## config.mk

```make
export PLATFORM = sky130hd
export DESIGN_NAME = sliding_window_transport
export DESIGN_NICKNAME = d
export VERILOG_FILES = /design/src/sv/swt_pkg.sv /design/src/sv/sliding_window_transport.sv
export SDC_FILE = /design/constraint.sdc
export NUM_CORES = 2
export LEC_CHECK = 0
export BUFFER_PORTS_ARGS = -buffer_cell sky130_fd_sc_hd__buf_2
export CAP_MARGIN = 0
export CORE_MARGIN = 2
export CORE_UTILIZATION = 55
export CTS_BUF_LIST = sky130_fd_sc_hd__clkbuf_4
export DETAILED_ROUTE_END_ITERATION = 16
export PLACE_DENSITY_LB_ADDON = 0.3
export SYNTH_ARGS = -nofsm -noshare
export SYNTH_HDL_FRONTEND = slang
export SYNTH_SLANG_ARGS = --single-unit
```

## constraint.sdc

```tcl
create_clock -name clk -period 20.5 [get_ports clk]
set_clock_uncertainty 0.05 [all_clocks]
set_input_delay 4.1 -clock clk [delete_from_list [all_inputs] [get_ports clk]]
set_output_delay 4.1 -clock clk [all_outputs]
set_load 0.02 [all_outputs]
```

## src/sv/swt_pkg.sv

```systemverilog
`default_nettype none
package swt_pkg;
  localparam int unsigned RxDepth    = 32;
  localparam int unsigned TxDepth    = 32;
  localparam int unsigned MaxPayload = 1024;
  localparam int unsigned RxAw       = $clog2(RxDepth);
  localparam int unsigned TxAw       = $clog2(TxDepth);
  localparam int unsigned DescW      = 27;

  typedef logic [DescW-1:0] desc_t;

  typedef enum logic [2:0] {
    KIND_DELIVER = 3'd0,
    KIND_SEND    = 3'd1,
    KIND_RESEND  = 3'd2,
    KIND_ACK     = 3'd3,
    KIND_REFUSED = 3'd4
  } kind_t;

  typedef enum logic [1:0] {
    OP_RX   = 2'd0,
    OP_SEND = 2'd1,
    OP_TICK = 2'd2,
    OP_NONE = 2'd3
  } op_t;

  typedef enum logic [0:0] {
    CFG_WINDOW  = 1'b0,
    CFG_TIMEOUT = 1'b1
  } cfg_idx_t;

  typedef enum logic [2:0] {
    ST_IDLE,
    ST_RX_WR,
    ST_RUN_RD,
    ST_RUN_OUT,
    ST_ACK,
    ST_RESEND
  } state_t;
endpackage
`default_nettype wire

```

## src/sv/sliding_window_transport.sv

```systemverilog
// Channel  | Handshake            | Payload
// in_      | start & !busy        | op, pkt_seq, pkt_ack, payload_ref, payload_len
// out_     | out_valid (1 cycle)  | kind, out_seq, out_ack, out_ref, out_len, out_last
// cfg_     | cfg_valid & cfg_ready| cfg_index, cfg_data
// A send's result is registered and follows in the next cycle; a tick that does
// not resend gives no result, and a tick that resends goes through ST_RESEND.
// A received packet goes through ST_RX_WR, ST_RUN_RD, ST_RUN_OUT per delivered
// packet, then ST_ACK; the in-order run walks the reorder memory one entry per read.
// Reset is synchronous and active low; memories are not cleared, only the
// presence bits. Results cannot be stalled; configuration is taken only while idle.
`default_nettype none
module sliding_window_transport (
  input  wire logic        clk,
  input  wire logic        rst_n,
  input  wire logic        start,
  output logic             busy,
  input  wire logic [1:0]  in_op,
  input  wire logic [31:0] in_pkt_seq,
  input  wire logic [31:0] in_pkt_ack,
  input  wire logic [15:0] in_payload_ref,
  input  wire logic [10:0] in_payload_len,
  output logic             out_valid,
  output logic [2:0]       out_kind,
  output logic [31:0]      out_seq,
  output logic [31:0]      out_ack,
  output logic [15:0]      out_ref,
  output logic [10:0]      out_len,
  output logic             out_last,
  input  wire logic        cfg_valid,
  output logic             cfg_ready,
  input  wire logic [0:0]  cfg_index,
  input  wire logic [15:0] cfg_data
);
  localparam int unsigned RxAw = swt_pkg::RxAw;
  localparam int unsigned TxAw = swt_pkg::TxAw;

  swt_pkg::desc_t rx_mem [swt_pkg::RxDepth];
  swt_pkg::desc_t tx_mem [swt_pkg::TxDepth];
  swt_pkg::desc_t rx_rd_r, tx_rd_r;

  logic [5:0]  window_r;
  logic [15:0] timeout_r;
  logic [swt_pkg::RxDepth-1:0] present_r, present_nxt;
  logic [31:0] rx_exp_r, rx_exp_nxt, next_seq_r, next_seq_nxt, acked_r, acked_nxt;
  logic        wfull_r, wfull_nxt, trun_r, trun_nxt;
  logic [15:0] tcnt_r, tcnt_nxt;
  swt_pkg::state_t state_r, state_nxt;
  logic [31:0] seq_r, ack_r;
  swt_pkg::desc_t desc_r;
  logic        seq_nz_r;

  logic        ov_nxt, olast_nxt;
  logic [2:0]  okind_nxt;
  logic [31:0] oseq_nxt, oack_nxt;
  swt_pkg::desc_t odesc_nxt;
  swt_pkg::desc_t odesc_r;

  logic        rx_we, tx_we;
  logic [RxAw-1:0] rx_wa, rx_ra;
  logic [TxAw-1:0] tx_wa, tx_ra;
  swt_pkg::desc_t  rx_wd, tx_wd;

  logic [31:0] eff_win;
  logic [31:0] in_off, outstanding, ack_off, ack_span;
  logic [15:0] limit, tinc;
  swt_pkg::desc_t in_desc;

  assign busy      = (state_r != swt_pkg::ST_IDLE);
  assign cfg_ready = !busy;
  assign out_ref   = odesc_r[15:0];
  assign out_len   = odesc_r[26:16];
  assign in_desc   = {in_payload_len, in_payload_ref};

  always_comb begin
    if (window_r == 6'd0) eff_win = 32'd1;
    else if ({26'd0, window_r} > 32'(swt_pkg::TxDepth)) eff_win = 32'(swt_pkg::TxDepth);
    else eff_win = {26'd0, window_r};
  end

  always_ff @(posedge clk) begin
    if (rx_we) rx_mem[rx_wa] <= rx_wd;
    rx_rd_r <= rx_mem[rx_ra];
    if (tx_we) tx_mem[tx_wa] <= tx_wd;
    tx_rd_r <= tx_mem[tx_ra];
  end

  always_ff @(posedge clk) begin
    if (!rst_n) begin
      window_r  <= 6'd20;
      timeout_r <= 16'd5;
      present_r <= '0;
      rx_exp_r  <= 32'd1;
      next_seq_r <= 32'd1;
      acked_r   <= '0;
      wfull_r   <= 1'b0;
      trun_r    <= 1'b0;
      tcnt_r    <= '0;
      state_r   <= swt_pkg::ST_IDLE;
      out_valid <= 1'b0;
    end else begin
      if (cfg_valid && cfg_ready) begin
        case (cfg_index)
          swt_pkg::CFG_WINDOW:  window_r  <= cfg_data[5:0];
          swt_pkg::CFG_TIMEOUT: timeout_r <= cfg_data;
          default: ;
        endcase
      end
      present_r  <= present_nxt;
      rx_exp_r   <= rx_exp_nxt;
      next_seq_r <= next_seq_nxt;
      acked_r    <= acked_nxt;
      wfull_r    <= wfull_nxt;
      trun_r     <= trun_nxt;
      tcnt_r     <= tcnt_nxt;
      state_r    <= state_nxt;
      out_valid  <= ov_nxt;
    end
  end

  always_ff @(posedge clk) begin
    if (start && !busy) begin
      seq_r    <= in_pkt_seq;
      ack_r    <= in_pkt_ack;
      desc_r   <= in_desc;
      seq_nz_r <= (in_pkt_seq != 32'd0);
    end
    out_kind <= okind_nxt;
    out_seq  <= oseq_nxt;
    out_ack  <= oack_nxt;
    odesc_r  <= odesc_nxt;
    out_last <= olast_nxt;
  end

  always_comb begin
    present_nxt = present_r;
    rx_exp_nxt = rx_exp_r;
    next_seq_nxt = next_seq_r;
    acked_nxt = acked_r;
    wfull_nxt = wfull_r;
    trun_nxt = trun_r;
    tcnt_nxt = tcnt_r;
    state_nxt = state_r;
    ov_nxt = 1'b0;
    olast_nxt = 1'b0;
    okind_nxt = swt_pkg::KIND_DELIVER;
    oseq_nxt = '0;
    oack_nxt = '0;
    odesc_nxt = '0;
    rx_we = 1'b0;
    rx_wa = seq_r[RxAw-1:0];
    rx_wd = desc_r;
    rx_ra = rx_exp_r[RxAw-1:0];
    tx_we = 1'b0;
    tx_wa = next_seq_r[TxAw-1:0];
    tx_wd = in_desc;
    tx_ra = acked_r[TxAw-1:0] + TxAw'(1);
    in_off = seq_r - rx_exp_r;
    outstanding = next_seq_r - 32'd1 - acked_r;
    ack_span = next_seq_r - 32'd1 - acked_r;
    ack_off = ack_r - acked_r;
    limit = (timeout_r == 16'd0) ? 16'd1 : timeout_r;
    tinc = (tcnt_r != 16'hFFFF) ? tcnt_r + 16'd1 : tcnt_r;

    case (state_r)
      swt_pkg::ST_IDLE: begin
        if (start) begin
          case (in_op)
            swt_pkg::OP_RX: state_nxt = swt_pkg::ST_RX_WR;
            swt_pkg::OP_SEND: begin
              ov_nxt = 1'b1;
              olast_nxt = 1'b1;
              if (wfull_r || outstanding >= 32'(swt_pkg::TxDepth) ||
                  in_payload_len == 11'd0 ||
                  {21'd0, in_payload_len} > 32'(swt_pkg::MaxPayload)) begin
                okind_nxt = swt_pkg::KIND_REFUSED;
              end else begin
                tx_we = 1'b1;
                okind_nxt = swt_pkg::KIND_SEND;
                oseq_nxt = next_seq_r;
                odesc_nxt = in_desc;
                next_seq_nxt = next_seq_r + 32'd1;
                trun_nxt = 1'b1;
                tcnt_nxt = '0;
                if (next_seq_r + 32'd1 - acked_r > eff_win) wfull_nxt = 1'b1;
              end
            end
            swt_pkg::OP_TICK: begin
              if (trun_r) begin
                tcnt_nxt = tinc;
                if (tinc >= limit) begin
                  if (acked_r == next_seq_r - 32'd1) begin
                    trun_nxt = 1'b0;
                    tcnt_nxt = '0;
                  end else begin
                    state_nxt = swt_pkg::ST_RESEND;
                    trun_nxt = 1'b1;
                    tcnt_nxt = '0;
                  end
                end
              end
            end
            default: ;
          endcase
        end
      end
      swt_pkg::ST_RESEND: begin
        ov_nxt = 1'b1;
        olast_nxt = 1'b1;
        okind_nxt = swt_pkg::KIND_RESEND;
        oseq_nxt = acked_r + 32'd1;
        odesc_nxt = tx_rd_r;
        state_nxt = swt_pkg::ST_IDLE;
      end
      swt_pkg::ST_RX_WR: begin
        // Store a new in-window packet and read the head; seq 0 goes to ST_ACK.
        if (seq_nz_r) begin
          if (in_off < 32'(swt_pkg::RxDepth) && !present_r[seq_r[RxAw-1:0]]) begin
            rx_we = 1'b1;
            present_nxt[seq_r[RxAw-1:0]] = 1'b1;
          end
          state_nxt = swt_pkg::ST_RUN_RD;
        end else begin
          state_nxt = swt_pkg::ST_ACK;
        end
      end
      swt_pkg::ST_RUN_RD: begin
        if (present_r[rx_exp_r[RxAw-1:0]]) state_nxt = swt_pkg::ST_RUN_OUT;
        else state_nxt = swt_pkg::ST_ACK;
      end
      swt_pkg::ST_RUN_OUT: begin
        ov_nxt = 1'b1;
        okind_nxt = swt_pkg::KIND_DELIVER;
        oseq_nxt = rx_exp_r;
        odesc_nxt = rx_rd_r;
        present_nxt[rx_exp_r[RxAw-1:0]] = 1'b0;
        rx_exp_nxt = rx_exp_r + 32'd1;
        // The read for the next entry is issued now at the advanced address.
        rx_ra = rx_exp_nxt[RxAw-1:0];
        if (present_r[rx_exp_nxt[RxAw-1:0]] &&
            rx_exp_nxt[RxAw-1:0] != rx_exp_r[RxAw-1:0]) state_nxt = swt_pkg::ST_RUN_OUT;
        else state_nxt = swt_pkg::ST_ACK;
      end
      swt_pkg::ST_ACK: begin
        if (seq_nz_r && rx_exp_r != 32'd1) begin
          ov_nxt = 1'b1;
          okind_nxt = swt_pkg::KIND_ACK;
          oack_nxt = rx_exp_r - 32'd1;
          olast_nxt = 1'b1;
        end
        if (ack_r != 32'd0 && ack_off <= ack_span) begin
          trun_nxt = 1'b1;
          tcnt_nxt = '0;
          acked_nxt = ack_r;
          if (next_seq_r - ack_r <= eff_win) wfull_nxt = 1'b0;
          if (ack_r == next_seq_r - 32'd1) trun_nxt = 1'b0;
        end
        state_nxt = swt_pkg::ST_IDLE;
      end
      default: state_nxt = swt_pkg::ST_IDLE;
    endcase
  end
endmodule
`default_nettype wire

```

# ---- Yosys cells after proc, flatten, opt, wreduce, memory -nomap -nowiden
# Memories as Yosys holds them, arrays and structs flattened. A register that Yosys moved wholly into a read port is not among the register bits.
# Index checks and enable logic that the tools add are counted.
dict set report word_totals {
  in_bits 114
  wordCells 191
  ram_bits 1728
  n_memories 2
  reg_bits 359
  output_inout_bits 98
}
# name depth word_bits rd rd_clocked_by_memory_dff wr line
set memory_table {}
lappend memory_table {rx_mem 32 27 1 1 1 sliding_window_transport.sv:37} ;# swt_pkg::desc_t rx_mem [swt_pkg::RxDepth];
lappend memory_table {tx_mem 32 27 1 1 1 sliding_window_transport.sv:38} ;# swt_pkg::desc_t tx_mem [swt_pkg::TxDepth];
dict set report op_classes {
  reduce_logical 34
  n_mux 79
  eq_ne 26
  bitwise 5
  order_cmp 13
  n_addsub 12
}
# op n
set ops {}
lappend ops {{32-bit 2-to-1 mux} 5}
lappend ops {{32-bit subtractor} 5}
lappend ops {{16-bit 2-to-1 mux} 7}
lappend ops {{32-bit by 1-bit adder with 32-bit output (second input constant)} 3}
lappend ops {{32-bit one-hot mux with 3 select lines} 1}
lappend ops {{27-bit 2-to-1 mux} 3}
lappend ops {{27-bit one-hot mux with 3 select lines} 1}
lappend ops {{32-bit == test} 2}
lappend ops {{32-bit less-or-equal comparator} 2}
lappend ops {{16-bit one-hot mux with 2 select lines} 2}
lappend ops {{32-bit one-hot mux with 2 select lines} 1}
lappend ops {{32-bit nonzero test} 2}
lappend ops {{32-bit by 1-bit subtractor with 32-bit output (second input constant)} 2}
lappend ops {{32-bit bitwise AND} 1}
lappend ops {{32-bit by 6-bit >= comparator with 1-bit output (second input constant)} 1}
lappend ops {{32-bit > comparator} 1}
lappend ops {{32-bit by 6-bit less-than comparator with 1-bit output (second input constant)} 1}
lappend ops {{1-bit 2-to-1 mux} 32}
lappend ops {{32-bit by 1-bit != test with 1-bit output (second input constant)} 1}
lappend ops {{32-bit inverter} 1}
lappend ops {{32-bit OR} 1}
lappend ops {{3-bit 2-to-1 mux} 10}
lappend ops {{5-bit by 6-bit less-than comparator with 1-bit output (second input constant)} 3}
lappend ops {{16-bit by 1-bit adder with 16-bit output (second input constant)} 1}
lappend ops {{44 further kinds} 80}

# ---- Logic depth before layout (Yosys ltp)
dict set report logic_depth {
  word_depth 12
  ltp_mapped 29
  ltp_nobuf 27
}

# ---- Worst setup path after synthesis
# No wires, ideal clock.
dict set report synth_path {
  path_kind {input-to-reg}
  start {input start}
  end {memory tx_mem[12][0] (netlist bit) (enable)}
  slack_ns 10.518
  arrival_ns 9.488
  setup_ns 0.445
  cell_stages 6
  required_ns 20.005
  path_buffers 1
  path_cell_list {and2_1 > nand2_1 > nor3_2 > buf_2 > nand2_1 > nor3_1}
}
dict set report synth_via {
  elab_chain_len 4
}
# item line
set synth_rtl {}
lappend synth_rtl {{start, declared} sliding_window_transport.sv:15} ;# input wire logic start,
lappend synth_rtl {{1-bit 2-to-1 mux} sliding_window_transport.sv:166} ;# if (start) begin
lappend synth_rtl {{1-bit 2-to-1 mux} sliding_window_transport.sv:164} ;# case (state_r)
lappend synth_rtl {{1-bit 2-to-1 mux} sliding_window_transport.sv:83} ;# if (tx_we) tx_mem[tx_wa] <= tx_wd;
lappend synth_rtl {{1-bit 2-to-1 mux (implied by the code)} sliding_window_transport.sv:83}
lappend synth_rtl {{end, declared} sliding_window_transport.sv:38}
# No other way between the ends.

# ---- Worst setup path after layout
dict set report layout_path {
  start {input in_payload_len[1]}
  end {memory tx_mem[10][26] (netlist bit) (enable)}
}
dict set report layout_via {
  elab_chain_len 9
  word_cells_on_any_way 10
  cone_classes {order compare: 1; mux: 6; reduce/logical: 3}
}
# item line
set layout_rtl {}
lappend layout_rtl {{start, declared} sliding_window_transport.sv:21} ;# input wire logic [10:0] in_payload_len,
lappend layout_rtl {{parallel branches: the longest is 2 deep, another holds 11-bit > comparator} -}
lappend layout_rtl {{1-bit logical OR (*)} sliding_window_transport.sv:173} ;# in_payload_len == 11'd0 ||
lappend layout_rtl {{1-bit 2-to-1 mux (*)} sliding_window_transport.sv:172} ;# if (wfull_r || outstanding >= 32'(swt_pkg::TxDepth) ||
lappend layout_rtl {{1-bit 2-to-1 mux (*)} sliding_window_transport.sv:167} ;# case (in_op)
lappend layout_rtl {{1-bit 2-to-1 mux (*)} sliding_window_transport.sv:166}
lappend layout_rtl {{1-bit 2-to-1 mux (*)} sliding_window_transport.sv:164}
lappend layout_rtl {{1-bit 2-to-1 mux (*)} sliding_window_transport.sv:83}
lappend layout_rtl {{1-bit 2-to-1 mux (implied by the code) (*)} sliding_window_transport.sv:83}
# Mark *: on every way between the ends.

==> results.txt <==
----------------------------------------------------
[Status]
  Run status ... complete, no violations

[Place]
  Total placed instance area ... 98400 µm²
  GP Congestion ... between 0.9 and 1
  Placed cells ... 8233
  Detail Placement HPWL ... 164 mm
  I/O Buffers ... ~210
  Pre-CTS worst setup slack ... 10520 ps

[STA]
  Setup violation total in the final timing report ... 0
  RSZ-0062 raised after global routing ... no
  Transition time of the tightest slew-check pin ... 1260 ps
  Final-report max-slew violation count ... 0
  Highest Clock Rate ... roughly 0.11 GHz
  Part of the cycle the worst path needs ... 0.428
  Worst-case headroom to the max-slew limit ... 0.163
  Final critical delay including setup and external delays ... 8770 ps
  Setup slack of the critical path after layout ... 11730 ps
  Final setup TNS ... 0 ps
  Final-report hold violation count ... 0
  Tightest hold margin ... 384 ps

[Critical path]
  Category of the most critical setup path ... primary input to register
  Endpoint arrival time on the critical path ... 9620 ps
  Number of stages on the worst setup path ... 13
  Startpoint types ... primary input
  Capture point of the worst path ... tx_mem[10][26]
  Count of buffer and inverter cells on the critical path ... 2
  Crit path required time ... 21350 ps
  Maximum cell stage delay along the critical path ... 950 ps
  Critical Path Start ... in_payload_len[1]
  Startpoint of the most critical register-to-register path ... next_seq_r[2]
  Reg-to-reg slack, setup ... around 12000 ps
  Slowest stage cell on the critical path ... sky130_fd_sc_hd__nor2_4
  Worst-path cell chain ... buf_2, nor4_1, nand3_1, xor2_1, or4bb_1, nor4b_1, nand4_1, nor4b_1, nand4b_1, nor3_4, buf_4, nand2_1, nor2_4
  Kind of end point of the critical path ... register
  Depth of the worst register-to-register path ... 17
  Family with the most delay on the worst path ... simple AND/OR/NAND/NOR gates
  Cell occurring most often along the worst timing path ... sky130_fd_sc_hd__nor4b_1
  Endpoint of the worst-slack reg-to-reg timing path ... tx_mem[10][26]
  Crit path max fanout ... 55

[Cells and area]
  Number of nets in the finished design ... 6900
  Area growth from synthesis to layout ... 11.6%
  Design Area, Final ... 105000 µm²
  Fraction of final layout cells sized beyond drive strength 1 ... 0.275
  Cell Count, Final, Fillers Out ... 9188
  Commonest cells after routing, fill and taps aside ... sky130_fd_sc_hd__edfxtp_1, sky130_fd_sc_hd__clkbuf_4, sky130_fd_sc_hd__mux4_2
  Layout Utilization ... 0.616
  Most common cell after layout, fill and taps aside ... sky130_fd_sc_hd__edfxtp_1

[Pwr]
  Leakage power of the design ... 36.0 nW
  Post-layout power ... about 13 mW
  Max rail drop VDD ... 0.194 mV
  Power per cell area ... 120 nW/µm²

[Floorplanning]
  Initial Utilization ... 0.552
  Placeable core region ... 171000 µm²
  Horiz. Die Dim ... 418 µm
  Die Footprint ... 175000 µm²
  Number of placement rows ... 152
  Boundary pin count ... about 210
  Die Span Y ... roughly 420 µm

[Synthesis]
  Synthesized Nets ... 6332
  Synthesized instance count ... 5990
  Combined area of all synthesized cells ... 94500 µm²
  Post-synthesis sequential area ratio ... 0.647
  Distinct cells, synth ... between 90 and 100
  EDFF count, synth ... 1820
  Number of storage elements in the synthesis netlist ... 2141
  Post-Syn Area per Cell ... 15.8 µm²
  Yosys Warn Count ... 0
  Proportion of register bits with asynchronous set or reset after synthesis ... 0
  Synth Flop Type ... sky130_fd_sc_hd__edfxtp_1

[Clocking]
  Number of buffers added for setup after CTS ... 0
  CTS H-tree lvls ... 6
  Worst skew pair latency ... 1380 ps
  Number of clock sinks ... ~2100
  Cts hold-fix bufs ... 0
  Maximum clock insertion buffer count ... 4
  Clock tree from TritonCTS ... built
  Inserted Clock Buffers ... 556
  PostCTS Resize Cnt ... 0
  Cell at the root of the clock tree ... sky130_fd_sc_hd__clkbuf_4
  Clock slew at the register clock pins of the worst setup and hold paths ... 70 ps

[Worst hold path]
  Type of the tightest min-delay check ... register to register

[GRT]
  Antenna violations before repair ... 17
  Gr usage total ... 0.295
  Overflow left after global routing ... 0
  Pin count of the biggest net entering global routing ... 140
  Via count of the first global-routing pass ... 57100
  Global-route wire length before repair ... around 370 mm

[Route]
  Via Count ... 58500
  Via density per instance ... 6.36
  Detail Route Antenna Nets ... 0
  Routed Wire Length ... 259 mm
  Number of DRC violations after detailed-routing iteration 0 ... 6731
  Wirelength per Cell ... 28.2 µm
  DRC violations left ... 0
  Length of the first detailed-routing pass in iterations ... 8

[Flow run]
  Max-cap violations ... 0

----------------------------------------------------
-- how the worst min path moves through the flow --
| stage | slack [ps] | end | cells past startpoint | start |
|---|---|---|---|---|
| after global placement | 380 | odesc_r[18] | 2 | tx_rd_r[18] |
| after global routing | 400 | odesc_r[20] | 2 | tx_rd_r[20] |
| after detailed placement | 380 | odesc_r[4] | 2 | tx_rd_r[4] |
| after floorplan | 370 | odesc_r[0] | 2 | tx_rd_r[0] |
| after CTS | 390 | odesc_r[20] | 2 | tx_rd_r[20] |
| final | 380 | odesc_r[20] | 2 | tx_rd_r[20] |
-- Yosys cell counts, types with 57 or more instances --
master / n / area [µm²]
sky130_fd_sc_hd__inv_1: 226 / 848
sky130_fd_sc_hd__mux2i_1: 70 / 701
sky130_fd_sc_hd__clkbuf_1: 242 / 908
sky130_fd_sc_hd__xnor2_1: 222 / 1940
sky130_fd_sc_hd__edfxtp_1: 1820 / 54700
sky130_fd_sc_hd__nor4_1: 97 / 607
sky130_fd_sc_hd__a21o_1: 94 / 706
sky130_fd_sc_hd__nand2_1: 361 / 1360
sky130_fd_sc_hd__nor3_1: 84 / 420
sky130_fd_sc_hd__dfxtp_1: 321 / 6430
sky130_fd_sc_hd__nand3_1: 135 / 676
sky130_fd_sc_hd__mux2_2: 57 / 642
sky130_fd_sc_hd__o21ai_0: 123 / 616
sky130_fd_sc_hd__mux4_2: 565 / 12700
sky130_fd_sc_hd__nand4_1: 70 / 438
sky130_fd_sc_hd__ha_1: 224 / 2800
sky130_fd_sc_hd__a21oi_1: 235 / 1180
sky130_fd_sc_hd__nor2_1: 285 / 1070
sky130_fd_sc_hd__a22oi_1: 60 / 450
-- where the power goes --
group	internal [mW]	total (mW)	switching (mW)
clock	1.97	3.66	1.70
combinational	1.67	4.01	2.34
sequential	4.83	4.94	0.111
-- sequential cells by signal, indices dropped and copies added, names as in the netlist, 32 cells and up --
| signal | count |
|---|---|
| ack_r | 32 |
| acked_r | 32 |
| next_seq_r | 32 |
| out_ack | 32 |
| out_seq | 32 |
| present_r | 32 |
| rx_exp_r | 32 |
| rx_mem | 864 |
| seq_r | 32 |
| tx_mem | 864 |
-- metal layers --
layer / up-vias / share of wire / GRT usage
met1: 29500 / 0.39 / 0.401
met4: 8 / 0.048 / 0.146
met3: 570 / 0.089 / 0.0540
met2: 3175 / 0.47 / 0.461
met5: - / 0.00017 / 0
li1: 25200 / - / -
-- worst reg2reg max path: cells and delay by family, from the launching register on --
| family | cells | cell delay (ps) |
|---|---|---|
| AOI/OAI and AO/OA | 2 | 590 |
| xor gates and xnor gates | 1 | 400 |
| adders and majority gates | 1 | 420 |
| buffers and inverters | 1 | 580 |
| and+or+nand+nor | 12 | 5280 |
| DFF | 1 | 560 |
-- area by class of cell --
| class | count | area, µm² |
|---|---|---|
| Antenna cell | 5 | 12.5 |
| Clock buffer | 828 | 6220 |
| Tap cell | 2233 | 2790 |
| Clock inverter | 122 | 751 |
| Timing Repair Buffer | 297 | 1730 |
| Sequential cell | 2141 | 61100 |
| Fill cell | 12500 | 65800 |
| Inverter | 231 | 870 |
| Multi-Input combinational cell | 3331 | 31900 |
-- kinds of logic (layout without fill, tap and decap cells) --
| family | count (synthesis) | count (layout) | share of synthesized area |
|---|---|---|---|
| flops | 2141 | 2141 | 0.647 |
| simple gates | 1307 | 1307 | 0.0690 |
| xor+xnor | 269 | 269 | 0.0249 |
| compound gates | 834 | 834 | 0.0588 |
| buf+inv | 518 | 1478 | 0.0210 |
| other cells | 0 | 5 | 0 |
| mux | 693 | 693 | 0.149 |
| fa+ha+maj | 228 | 228 | 0.0305 |
Note: power is estimated with default switching activity, not from simulation.
